## src/rtl/core/rnf_pkg.sv

```systemverilog
// Package for the radix number formatter: widths, character codes, FSM and command types.
`default_nettype none
package rnf_pkg;

    // Payload field widths
    localparam int VALUE_W = 16;
    localparam int RADIX_W = 6;
    localparam int PAD_W   = 7;
    localparam int CHAR_W  = 7;

    // Conversion sizing
    localparam int VALUE_BITS = 16;
    localparam int MAX_DIGITS = 16;
    localparam int PAD_MAX    = 63;

    localparam int BIT_CNT_W = $clog2(VALUE_BITS);
    localparam int CNT_W     = $clog2(MAX_DIGITS + 1);
    localparam int IDX_W     = $clog2(MAX_DIGITS);
    localparam int MAG_W     = $clog2(PAD_MAX + 1);

    // Radix limits
    localparam logic [RADIX_W-1:0] RADIX_MIN = RADIX_W'(2);
    localparam logic [RADIX_W-1:0] RADIX_MAX = RADIX_W'(36);

    // Character codes
    localparam logic [CHAR_W-1:0] CH_ZERO  = CHAR_W'(48);
    localparam logic [CHAR_W-1:0] CH_A     = CHAR_W'(65);
    localparam logic [CHAR_W-1:0] CH_SPACE = CHAR_W'(32);
    localparam logic [RADIX_W-1:0] TEN     = RADIX_W'(10);

    // Controller states, one-hot
    typedef enum logic [5:0] {
        S_IDLE   = 6'b000001,
        S_DIV    = 6'b000010,
        S_STORE  = 6'b000100,
        S_SETPAD = 6'b001000,
        S_PAD    = 6'b010000,
        S_EMIT   = 6'b100000
    } t_state;

    // Commands from controller to datapath
    typedef struct packed {
        logic load;
        logic div_step;
        logic store;
        logic set_pad;
        logic emit_pad;
        logic emit_digit;
    } t_dp_cmd;

    // Status from datapath to controller
    typedef struct packed {
        logic div_last;
        logic more;
        logic pad_zero;
        logic last_digit;
        logic out_free;
    } t_dp_status;

    // Digit value to ASCII character
    function automatic logic [CHAR_W-1:0] digit_char(input logic [RADIX_W-1:0] d);
        logic [CHAR_W-1:0] dx;
        dx = CHAR_W'(d);
        if (d < TEN) begin
            digit_char = CH_ZERO + dx;
        end else begin
            digit_char = CH_A + dx - CHAR_W'(TEN);
        end
    endfunction

endpackage
`default_nettype wire

```

## src/rtl/core/rnf_in_if.sv

```systemverilog
// Request channel carrying one number to format.
`default_nettype none
interface rnf_in_if;
    logic                          valid;
    logic                          ready;
    logic [rnf_pkg::VALUE_W-1:0]   value;
    logic [rnf_pkg::RADIX_W-1:0]   radix;
    logic signed [rnf_pkg::PAD_W-1:0] pad_width;

    modport source(output valid, output value, output radix, output pad_width, input ready);
    modport sink(input valid, input value, input radix, input pad_width, output ready);
endinterface
`default_nettype wire

```

## src/rtl/core/rnf_out_if.sv

```systemverilog
// Character channel carrying one formatted character per transfer.
`default_nettype none
interface rnf_out_if;
    logic                        valid;
    logic                        ready;
    logic [rnf_pkg::CHAR_W-1:0]  char_code;
    logic                        last_char;

    modport source(output valid, output char_code, output last_char, input ready);
    modport sink(input valid, input char_code, input last_char, output ready);
endinterface
`default_nettype wire

```

## src/rtl/core/rnf_ctrl.sv

```systemverilog
// Controller FSM sequencing division, digit store, padding and character output.
`default_nettype none
module rnf_ctrl (
    input  wire logic                i_clk,
    input  wire logic                i_rst_n,
    input  wire logic                i_accept,
    input  wire rnf_pkg::t_dp_status i_status,
    output rnf_pkg::t_dp_cmd         o_cmd,
    output logic                     o_idle
);

    rnf_pkg::t_state r_state;
    rnf_pkg::t_state n_state;

    // State register
    always_ff @(posedge i_clk) begin
        if (!i_rst_n) begin
            r_state <= rnf_pkg::S_IDLE;
        end else begin
            r_state <= n_state;
        end
    end

    // Next state and commands
    always_comb begin
        n_state = r_state;
        o_cmd   = '0;
        case (r_state)
            rnf_pkg::S_IDLE: begin
                if (i_accept) begin
                    o_cmd.load = 1'b1;
                    n_state    = rnf_pkg::S_DIV;
                end
            end
            rnf_pkg::S_DIV: begin
                o_cmd.div_step = 1'b1;
                if (i_status.div_last) begin
                    n_state = rnf_pkg::S_STORE;
                end
            end
            rnf_pkg::S_STORE: begin
                o_cmd.store = 1'b1;
                n_state = i_status.more ? rnf_pkg::S_DIV : rnf_pkg::S_SETPAD;
            end
            rnf_pkg::S_SETPAD: begin
                o_cmd.set_pad = 1'b1;
                n_state = rnf_pkg::S_PAD;
            end
            rnf_pkg::S_PAD: begin
                if (i_status.pad_zero) begin
                    n_state = rnf_pkg::S_EMIT;
                end else if (i_status.out_free) begin
                    o_cmd.emit_pad = 1'b1;
                end
            end
            rnf_pkg::S_EMIT: begin
                if (i_status.out_free) begin
                    o_cmd.emit_digit = 1'b1;
                    if (i_status.last_digit) begin
                        n_state = rnf_pkg::S_IDLE;
                    end
                end
            end
            default: begin
                n_state = rnf_pkg::S_IDLE;
            end
        endcase
    end

    assign o_idle = (r_state == rnf_pkg::S_IDLE);

endmodule
`default_nettype wire

```

## src/rtl/core/rnf_dp.sv

```systemverilog
// Datapath: bit-serial divider, digit store, pad counter and output register.
`default_nettype none
module rnf_dp (
    input  wire logic                          i_clk,
    input  wire logic                          i_rst_n,
    input  wire rnf_pkg::t_dp_cmd              i_cmd,
    output rnf_pkg::t_dp_status                o_status,
    input  wire logic [rnf_pkg::VALUE_W-1:0]   i_value,
    input  wire logic [rnf_pkg::RADIX_W-1:0]   i_radix,
    input  wire logic [rnf_pkg::PAD_W-1:0]     i_pad_width,
    rnf_out_if.source                          o_chr
);

    localparam int VB = rnf_pkg::VALUE_BITS;

    logic [VB-1:0]                    r_quot;
    logic [rnf_pkg::RADIX_W-1:0]      r_rem;
    logic [rnf_pkg::RADIX_W-1:0]      r_radix;
    logic [rnf_pkg::BIT_CNT_W-1:0]    r_bit_cnt;
    logic [rnf_pkg::CNT_W-1:0]        r_digit_cnt;
    logic [rnf_pkg::MAG_W-1:0]        r_mag;
    logic [rnf_pkg::CHAR_W-1:0]       r_pad_ch;
    logic [rnf_pkg::PAD_W-1:0]        r_pad_rem;
    logic [rnf_pkg::CHAR_W-1:0]       r_store [rnf_pkg::MAX_DIGITS];
    logic                             r_out_valid;
    logic [rnf_pkg::CHAR_W-1:0]       r_out_char;
    logic                             r_out_last;

    logic [rnf_pkg::RADIX_W:0]        rem_sh;
    logic                             rem_ge;
    logic [rnf_pkg::RADIX_W-1:0]      radix_clamped;
    logic [rnf_pkg::PAD_W-1:0]        pad_neg;
    logic [rnf_pkg::PAD_W-1:0]        pad_abs;
    logic [rnf_pkg::MAG_W-1:0]        mag_sat;
    logic [rnf_pkg::CHAR_W-1:0]       pad_ch_sel;
    logic [rnf_pkg::CNT_W:0]          cnt_inc;
    logic [rnf_pkg::PAD_W-1:0]        mag_x;
    logic [rnf_pkg::PAD_W-1:0]        cnt_x;
    logic [rnf_pkg::CNT_W-1:0]        rd_cnt;
    logic                             out_free;

    // Input conditioning: radix clamp and pad magnitude/character
    always_comb begin
        if (i_radix < rnf_pkg::RADIX_MIN) begin
            radix_clamped = rnf_pkg::RADIX_MIN;
        end else if (i_radix > rnf_pkg::RADIX_MAX) begin
            radix_clamped = rnf_pkg::RADIX_MAX;
        end else begin
            radix_clamped = i_radix;
        end
        pad_neg    = rnf_pkg::PAD_W'(0) - i_pad_width;
        pad_abs    = i_pad_width[rnf_pkg::PAD_W-1] ? pad_neg : i_pad_width;
        pad_ch_sel = i_pad_width[rnf_pkg::PAD_W-1] ? rnf_pkg::CH_ZERO : rnf_pkg::CH_SPACE;
        if (pad_abs > rnf_pkg::PAD_W'(rnf_pkg::PAD_MAX)) begin
            mag_sat = rnf_pkg::MAG_W'(rnf_pkg::PAD_MAX);
        end else begin
            mag_sat = pad_abs[rnf_pkg::MAG_W-1:0];
        end
    end

    // One restoring division step
    assign rem_sh = {r_rem, r_quot[VB-1]};
    assign rem_ge = (rem_sh >= {1'b0, r_radix});

    assign cnt_inc = {1'b0, r_digit_cnt} + (rnf_pkg::CNT_W+1)'(1);
    assign mag_x   = rnf_pkg::PAD_W'(r_mag);
    assign cnt_x   = rnf_pkg::PAD_W'(r_digit_cnt);
    assign rd_cnt  = r_digit_cnt - rnf_pkg::CNT_W'(1);
    assign out_free = !r_out_valid || o_chr.ready;

    // Conversion and pad registers
    always_ff @(posedge i_clk) begin
        if (!i_rst_n) begin
            r_digit_cnt <= '0;
            r_pad_rem   <= '0;
            r_bit_cnt   <= '0;
        end else begin
            if (i_cmd.load) begin
                r_quot      <= i_value[VB-1:0];
                r_rem       <= '0;
                r_radix     <= radix_clamped;
                r_bit_cnt   <= rnf_pkg::BIT_CNT_W'(VB - 1);
                r_digit_cnt <= '0;
                r_mag       <= mag_sat;
                r_pad_ch    <= pad_ch_sel;
            end
            if (i_cmd.div_step) begin
                r_quot    <= {r_quot[VB-2:0], rem_ge};
                r_rem     <= rem_ge ? rnf_pkg::RADIX_W'(rem_sh - {1'b0, r_radix})
                                    : rem_sh[rnf_pkg::RADIX_W-1:0];
                r_bit_cnt <= r_bit_cnt - rnf_pkg::BIT_CNT_W'(1);
            end
            if (i_cmd.store) begin
                r_store[r_digit_cnt[rnf_pkg::IDX_W-1:0]] <= rnf_pkg::digit_char(r_rem);
                r_digit_cnt <= cnt_inc[rnf_pkg::CNT_W-1:0];
                r_rem       <= '0;
                r_bit_cnt   <= rnf_pkg::BIT_CNT_W'(VB - 1);
            end
            if (i_cmd.set_pad) begin
                r_pad_rem <= (mag_x >= cnt_x) ? (mag_x - cnt_x + rnf_pkg::PAD_W'(1)) : '0;
            end
            if (i_cmd.emit_pad) begin
                r_pad_rem <= r_pad_rem - rnf_pkg::PAD_W'(1);
            end
            if (i_cmd.emit_digit) begin
                r_digit_cnt <= rd_cnt;
            end
        end
    end

    // Output register
    always_ff @(posedge i_clk) begin
        if (!i_rst_n) begin
            r_out_valid <= 1'b0;
        end else if (i_cmd.emit_pad || i_cmd.emit_digit) begin
            r_out_valid <= 1'b1;
        end else if (o_chr.ready) begin
            r_out_valid <= 1'b0;
        end
    end

    always_ff @(posedge i_clk) begin
        if (i_cmd.emit_pad) begin
            r_out_char <= r_pad_ch;
            r_out_last <= 1'b0;
        end else if (i_cmd.emit_digit) begin
            r_out_char <= r_store[rd_cnt[rnf_pkg::IDX_W-1:0]];
            r_out_last <= (r_digit_cnt == rnf_pkg::CNT_W'(1));
        end
    end

    assign o_chr.valid     = r_out_valid;
    assign o_chr.char_code = r_out_char;
    assign o_chr.last_char = r_out_last;

    // Status to controller
    always_comb begin
        o_status.div_last   = (r_bit_cnt == '0);
        o_status.more       = (r_quot != '0) &&
                              (cnt_inc < (rnf_pkg::CNT_W+1)'(rnf_pkg::MAX_DIGITS));
        o_status.pad_zero   = (r_pad_rem == '0);
        o_status.last_digit = (r_digit_cnt == rnf_pkg::CNT_W'(1));
        o_status.out_free   = out_free;
    end

endmodule
`default_nettype wire

```

## src/rtl/core/radix_number_formatter_top.sv

```systemverilog
// Top level of the radix number formatter: controller plus datapath.
//
//  channel  | dir | payload                         | handshake
//  i_num    | in  | value, radix, pad_width         | valid/ready
//  o_chr    | out | char_code, last_char            | valid/ready
//
// One request is taken at a time; i_num.ready is high only while idle.
// Each digit is worked out in the bit-serial divider and stored; then the
// padding is sized, the pad characters are sent, padding is left, and the
// stored digits go out, most significant first.
// Output back-pressure stalls character emission only; the output register
// keeps the last character while the next request is being accepted.
// Reset is synchronous, active low, and returns the controller to idle.
`default_nettype none
module radix_number_formatter_top (
    input  wire logic   i_clk,
    input  wire logic   i_rst_n,
    rnf_in_if.sink      i_num,
    rnf_out_if.source   o_chr
);

    rnf_pkg::t_dp_cmd    cmd;
    rnf_pkg::t_dp_status status;
    logic                idle;
    logic                accept;

    // Request handshake
    assign i_num.ready = idle;
    assign accept      = i_num.valid && idle;

    rnf_ctrl u_ctrl (
        .i_clk    (i_clk),
        .i_rst_n  (i_rst_n),
        .i_accept (accept),
        .i_status (status),
        .o_cmd    (cmd),
        .o_idle   (idle)
    );

    rnf_dp u_dp (
        .i_clk       (i_clk),
        .i_rst_n     (i_rst_n),
        .i_cmd       (cmd),
        .o_status    (status),
        .i_value     (i_num.value),
        .i_radix     (i_num.radix),
        .i_pad_width (i_num.pad_width),
        .o_chr       (o_chr)
    );

endmodule
`default_nettype wire

```

## src/flat_wrapper.sv

```systemverilog
// flat-port wrapper written by rule: the top's interface ports become plain ports
module radix_number_formatter_top_flat 
  (i_clk, i_rst_n, i_num_valid, i_num_value, i_num_radix, i_num_pad_width, i_num_ready, o_chr_valid, o_chr_char_code, o_chr_last_char, o_chr_ready);
  rnf_in_if i_num_i ();
  rnf_out_if o_chr_i ();
  input  wire logic i_clk;
  input  wire logic i_rst_n;
  input wire logic [$bits(i_num_i.valid)-1:0] i_num_valid;
  input wire logic [$bits(i_num_i.value)-1:0] i_num_value;
  input wire logic [$bits(i_num_i.radix)-1:0] i_num_radix;
  input wire logic [$bits(i_num_i.pad_width)-1:0] i_num_pad_width;
  output wire logic [$bits(i_num_i.ready)-1:0] i_num_ready;
  output wire logic [$bits(o_chr_i.valid)-1:0] o_chr_valid;
  output wire logic [$bits(o_chr_i.char_code)-1:0] o_chr_char_code;
  output wire logic [$bits(o_chr_i.last_char)-1:0] o_chr_last_char;
  input wire logic [$bits(o_chr_i.ready)-1:0] o_chr_ready;
  assign i_num_i.valid = i_num_valid;
  assign i_num_i.value = i_num_value;
  assign i_num_i.radix = i_num_radix;
  assign i_num_i.pad_width = i_num_pad_width;
  assign i_num_ready = i_num_i.ready;
  assign o_chr_valid = o_chr_i.valid;
  assign o_chr_char_code = o_chr_i.char_code;
  assign o_chr_last_char = o_chr_i.last_char;
  assign o_chr_i.ready = o_chr_ready;
  radix_number_formatter_top u_core (.i_clk(i_clk), .i_rst_n(i_rst_n), .i_num(i_num_i), .o_chr(o_chr_i));
endmodule
```

## config.mk

```make
export PLATFORM = sky130hd
export DESIGN_NAME = radix_number_formatter_top_flat
export DESIGN_NICKNAME = d
export VERILOG_FILES = /design/src/rtl/core/rnf_pkg.sv /design/src/rtl/core/rnf_in_if.sv /design/src/rtl/core/rnf_out_if.sv /design/src/rtl/core/rnf_ctrl.sv /design/src/rtl/core/rnf_dp.sv /design/src/rtl/core/radix_number_formatter_top.sv /design/src/flat_wrapper.sv
export SDC_FILE = /design/constraint.sdc
export NUM_CORES = 1
export LEC_CHECK = 0
export ABC_AREA = 1
export BUFFER_PORTS_ARGS = -buffer_cell sky130_fd_sc_hd__buf_2
export CORE_MARGIN = 2
export CORE_UTILIZATION = 40
export DETAILED_ROUTE_END_ITERATION = 12
export GPL_TIMING_DRIVEN = 0
export PLACE_DENSITY_LB_ADDON = 0.05
export SYNTH_ARGS = -nofsm -noshare
export SYNTH_HDL_FRONTEND = slang
export SYNTH_SLANG_ARGS = --single-unit
```

## constraint.sdc

```tcl
create_clock -name i_clk -period 3.3 [get_ports i_clk]
set_input_delay 0.165 -clock i_clk [delete_from_list [all_inputs] [get_ports i_clk]]
set_output_delay 0.165 -clock i_clk [all_outputs]
set_load 0.02 [all_outputs]
```

==> impl_metrics.py <==
metrics = {
    "outcome": {
        "status": "finished, final reports clean",
    },
    "clock_tree": {
        "cts-buffers-inserted": 17,
        "clk_latency_ps": 430,
        "cts.sinks": 178,
        "post_cts_resized": 0,
        "cts_buffer_depth": 2,
        "htreeDepth": 4,
        "cts_setup_buffers": 0,
        "clk_pin_slew_ps": 70,
        "cts_tree": "done",
        "clockRootBuffer": "clkbuf_16",
    },
    "min_path": {
        "holdPathEnd": "u_core.u_dp.r_quot[15]",
        "hp-start": "i_num_value[15]",
        "holdPathStages": 3,
        "min_path_type": "in -> reg",
    },
    "cells_and_area": {
        "n_antenna_cell": 0,
        "syn_to_final_growth_pct": 14.07,
        "drive_gt1_share_pct": 13.72,
        "nNetsFinal": 1013,
    },
    "sta": {
        "setup_ws_ps": 281.5,
        "max-slew-margin-rel_pct": 15.83,
        "rsz0062_at_grt": "false",
        "finalCriticalPeriod_ps": 3019,
        "maxSlewViolCount": 0,
        "tightest_slew_ps": 1258,
        "setup_viol": 0,
        "skew_ps": 11.58,
        "setup_tns_ps": 0,
        "fmax_mhz": 331.3,
        "finalHoldViolations": 0,
        "period_share_pct": 91.47,
    },
    "floorplanning": {
        "die_x_um": 152.2,
        "io_pins": 43,
        "placementRows": 54,
        "coreArea_um2": 21690,
        "die-area_um2": 23170,
        "initial_utilization_pct": 40.52,
        "die_h_um": 152.2,
    },
    "worst_setup_path": {
        "reg2reg_slack_ps": 280,
        "crit_slowest_cell": "dfxtp_1",
        "path_delay_family": "buffers and inverters",
        "critPathBufInv": 5,
        "timing.rr.end": "u_core.u_dp.o_chr.char_code[3]",
        "arrival_ps": 3300,
        "start_kind": "flip-flop",
        "slowest_delay_ps": 620,
        "required_ps": 3580,
        "end_kind": "flip-flop",
        "crit_chain": "inv_2 -> buf_4 -> buf_6 -> ha_1 -> buf_2 -> buf_2 -> o21ai_0 -> o21ai_0 -> o211ai_1 -> a21oi_1",
        "r2r_start": "u_core.u_dp.r_digit_cnt[0]",
        "worst_r2r_path_depth": 10,
        "cp_max_fo": 12,
        "crit_type": "reg -> reg",
    },
    "yosys": {
        "syn_nets": 948,
        "synth_edf_count": 154,
        "ys_types": 43,
        "synth_warnings": 0,
        "syn-mean-instance-area_um2": 9.940,
        "synth_seq_area_share_pct": 58.09,
        "synth_top_flop_cell": "edfxtp_1",
        "synthCells": 884,
        "synthArstFlopShare_pct": 0,
        "syn_area_um2": 8787,
        "ys_seq_elements": 178,
    },
    "routing": {
        "remaining_drc_errors": 0,
        "dr.pass1.iters": 7,
        "wl_per_cell_um": 16.79,
        "postRouteAntennaNets": 0,
        "dr.first_iter.drc_count": 344,
        "totalWireLength_um": 20850,
        "dr_total_vias": 6213,
        "via_per_inst": 5.002,
    },
    "grt": {
        "grt_pass1_vias": 6080,
        "antenna_found_initial": 0,
        "grt_overflow": 0,
        "track_usage_pct": 18.60,
        "grt_max_degree": 17,
        "grt_first_pass_wirelength_um": 33340,
    },
    "placement": {
        "dp_slack_ps": 285.9,
        "dp_hpwl_um": 14970,
        "gp_congestion": 0.8483,
        "port_buffers": 42,
    },
    "power_and_ir_drop": {
        "power_mw": 6.068,
        "leakagePower_nw": 3.958,
        "power.density_nw_per_um2": 605.4,
        "ir_drop_mv": 0.3380,
    },
    "flow_run": {
        "maxCapViolations": 0,
    },
}
[cells in the mapped netlist, drive strengths merged (11+ instances only)]
| library cell | count | area [µm²] |
|---|---|---|
| nand4 | 11 | 68.82 |
| dfxtp | 24 | 480.5 |
| ha | 29 | 362.9 |
| edfxtp | 154 | 4624 |
| a21oi | 37 | 185.2 |
| inv | 97 | 366.6 |
| buf | 16 | 123.9 |
| clkbuf | 14 | 52.55 |
| o21ai | 109 | 553.0 |
| o211ai | 29 | 217.7 |
| nand2 | 128 | 500.5 |
| nor2 | 152 | 616.8 |
| nand3 | 37 | 232.7 |
[what timing repair did]
| action | CTS | global route |
|---|---|---|
| endpoints found under the hold margin | 3 | 0 |
| hold buffers | 3 | 0 |
| setup endpoints to repair | 0 | 0 |
[metrics by stage]
| step | hold WS (ps) | util, % | instances | cell area, µm² |
|---|---|---|---|---|
| after global placement | 429.0 | 43.10 | 1206 | 9348 |
| final | 8.355 | 46.22 | 1242 | 10020 |
| after detailed placement | 432.1 | 43.26 | 1207 | 9382 |
| after floorplan | 263.9 | - | 884 | 8787 |
| after CTS | 1.299 | 46.20 | 1242 | 10020 |
| after global routing | 14.48 | 46.22 | 1242 | 10020 |
[sequential cells by signal (all words and copies together), names as in the netlist]
signal and count:
u_core.u_ctrl.r_state 6, u_core.u_dp.r_digit_cnt 5, u_core.u_dp.r_pad_rem 7, u_core.u_dp.o_chr.char_code 7, u_core.u_dp.o_chr.valid 1, u_core.u_dp.r_bit_cnt 4
u_core.u_dp.r_quot 16, u_core.u_dp.o_chr.last_char 1, u_core.u_dp.r_pad_ch 1, u_core.u_dp.r_mag 6, u_core.u_dp.r_radix 6, u_core.u_dp.r_rem 6
u_core.u_dp.r_store 112
[cell families after synthesis]
group	Yosys count	share of synthesized area [%]
AOI/OAI and AO/OA	185	11.69
xor gates and xnor gates	18	2.093
adders and majority gates	31	4.585
buffers and inverters	129	6.279
DFF	178	58.09
muxes	1	0.1139
and+or+nand+nor	342	17.14
[routing by layer]
metal | part of all wire, % | track usage [%]
met4 | 1.5 | 4.495
met1 | 47 | 25.18
met5 | 0 | 0
met2 | 48 | 31.19
met3 | 3.2 | 3.441
[worst max path at each step]
stage / start / end / depth (start not counted)
2_1_floorplan: u_core.u_ctrl.r_state[1] / u_core.u_dp.r_quot[0] / 5
6_report: u_core.u_dp.r_digit_cnt[0] / u_core.u_dp.o_chr.char_code[3] / 10
5_1_grt: u_core.u_dp.r_digit_cnt[0] / u_core.u_dp.o_chr.char_code[1] / 10
3_3_place_gp: u_core.u_dp.r_digit_cnt[0] / u_core.u_dp.o_chr.char_code[2] / 10
4_1_cts: u_core.u_dp.r_digit_cnt[0] / u_core.u_dp.o_chr.char_code[3] / 10
3_5_place_dp: u_core.u_dp.r_digit_cnt[0] / u_core.u_dp.o_chr.char_code[3] / 10
[power by group]
group	internal (mW)	switching, mW	total (mW)
Sequential	2.75	0.0699	2.82
Combinational	0.359	0.789	1.15
Clock	1.21	0.893	2.10
[layout by cell type, fill, tap and decap left out, drive strengths merged, types with 2 or more instances in the layout]
master       count
or2              4
o21ai          109
nor3             9
ha              29
dfxtp           24
nor2           152
fa               2
inv            101
o21a             4
clkinv           6
clkinvlp         2
o211ai          29
nand2          128
dlygate4sd3      3
bufinv           3
clkbuf          33
xnor2            8
edfxtp         154
a31oi            2
buf             59
nand3           37
o21bai           2
xor2            10
nand4           11
a21oi           37
[tightest hold or removal path: cells and delay by family]
family / cells / cell delay [ps]
AND/OR/NAND/NOR: 1 / 40
AO/OA/AOI/OAI: 1 / 50
buffers and inverters: 1 / 70
[cell type report]
cell class | instances | area [µm²]
Buffer | 30 | 176.4
Clock buffer | 19 | 432.9
Sequential cell | 178 | 5105
Tap cell | 280 | 350.3
Clock inverter | 13 | 175.2
Multi-Input combinational cell | 577 | 3153
Fill cell | 2017 | 11660
Timing Repair Buffer | 46 | 255.2
Inverter | 99 | 375.4
(Power assumes the default switching activity.)
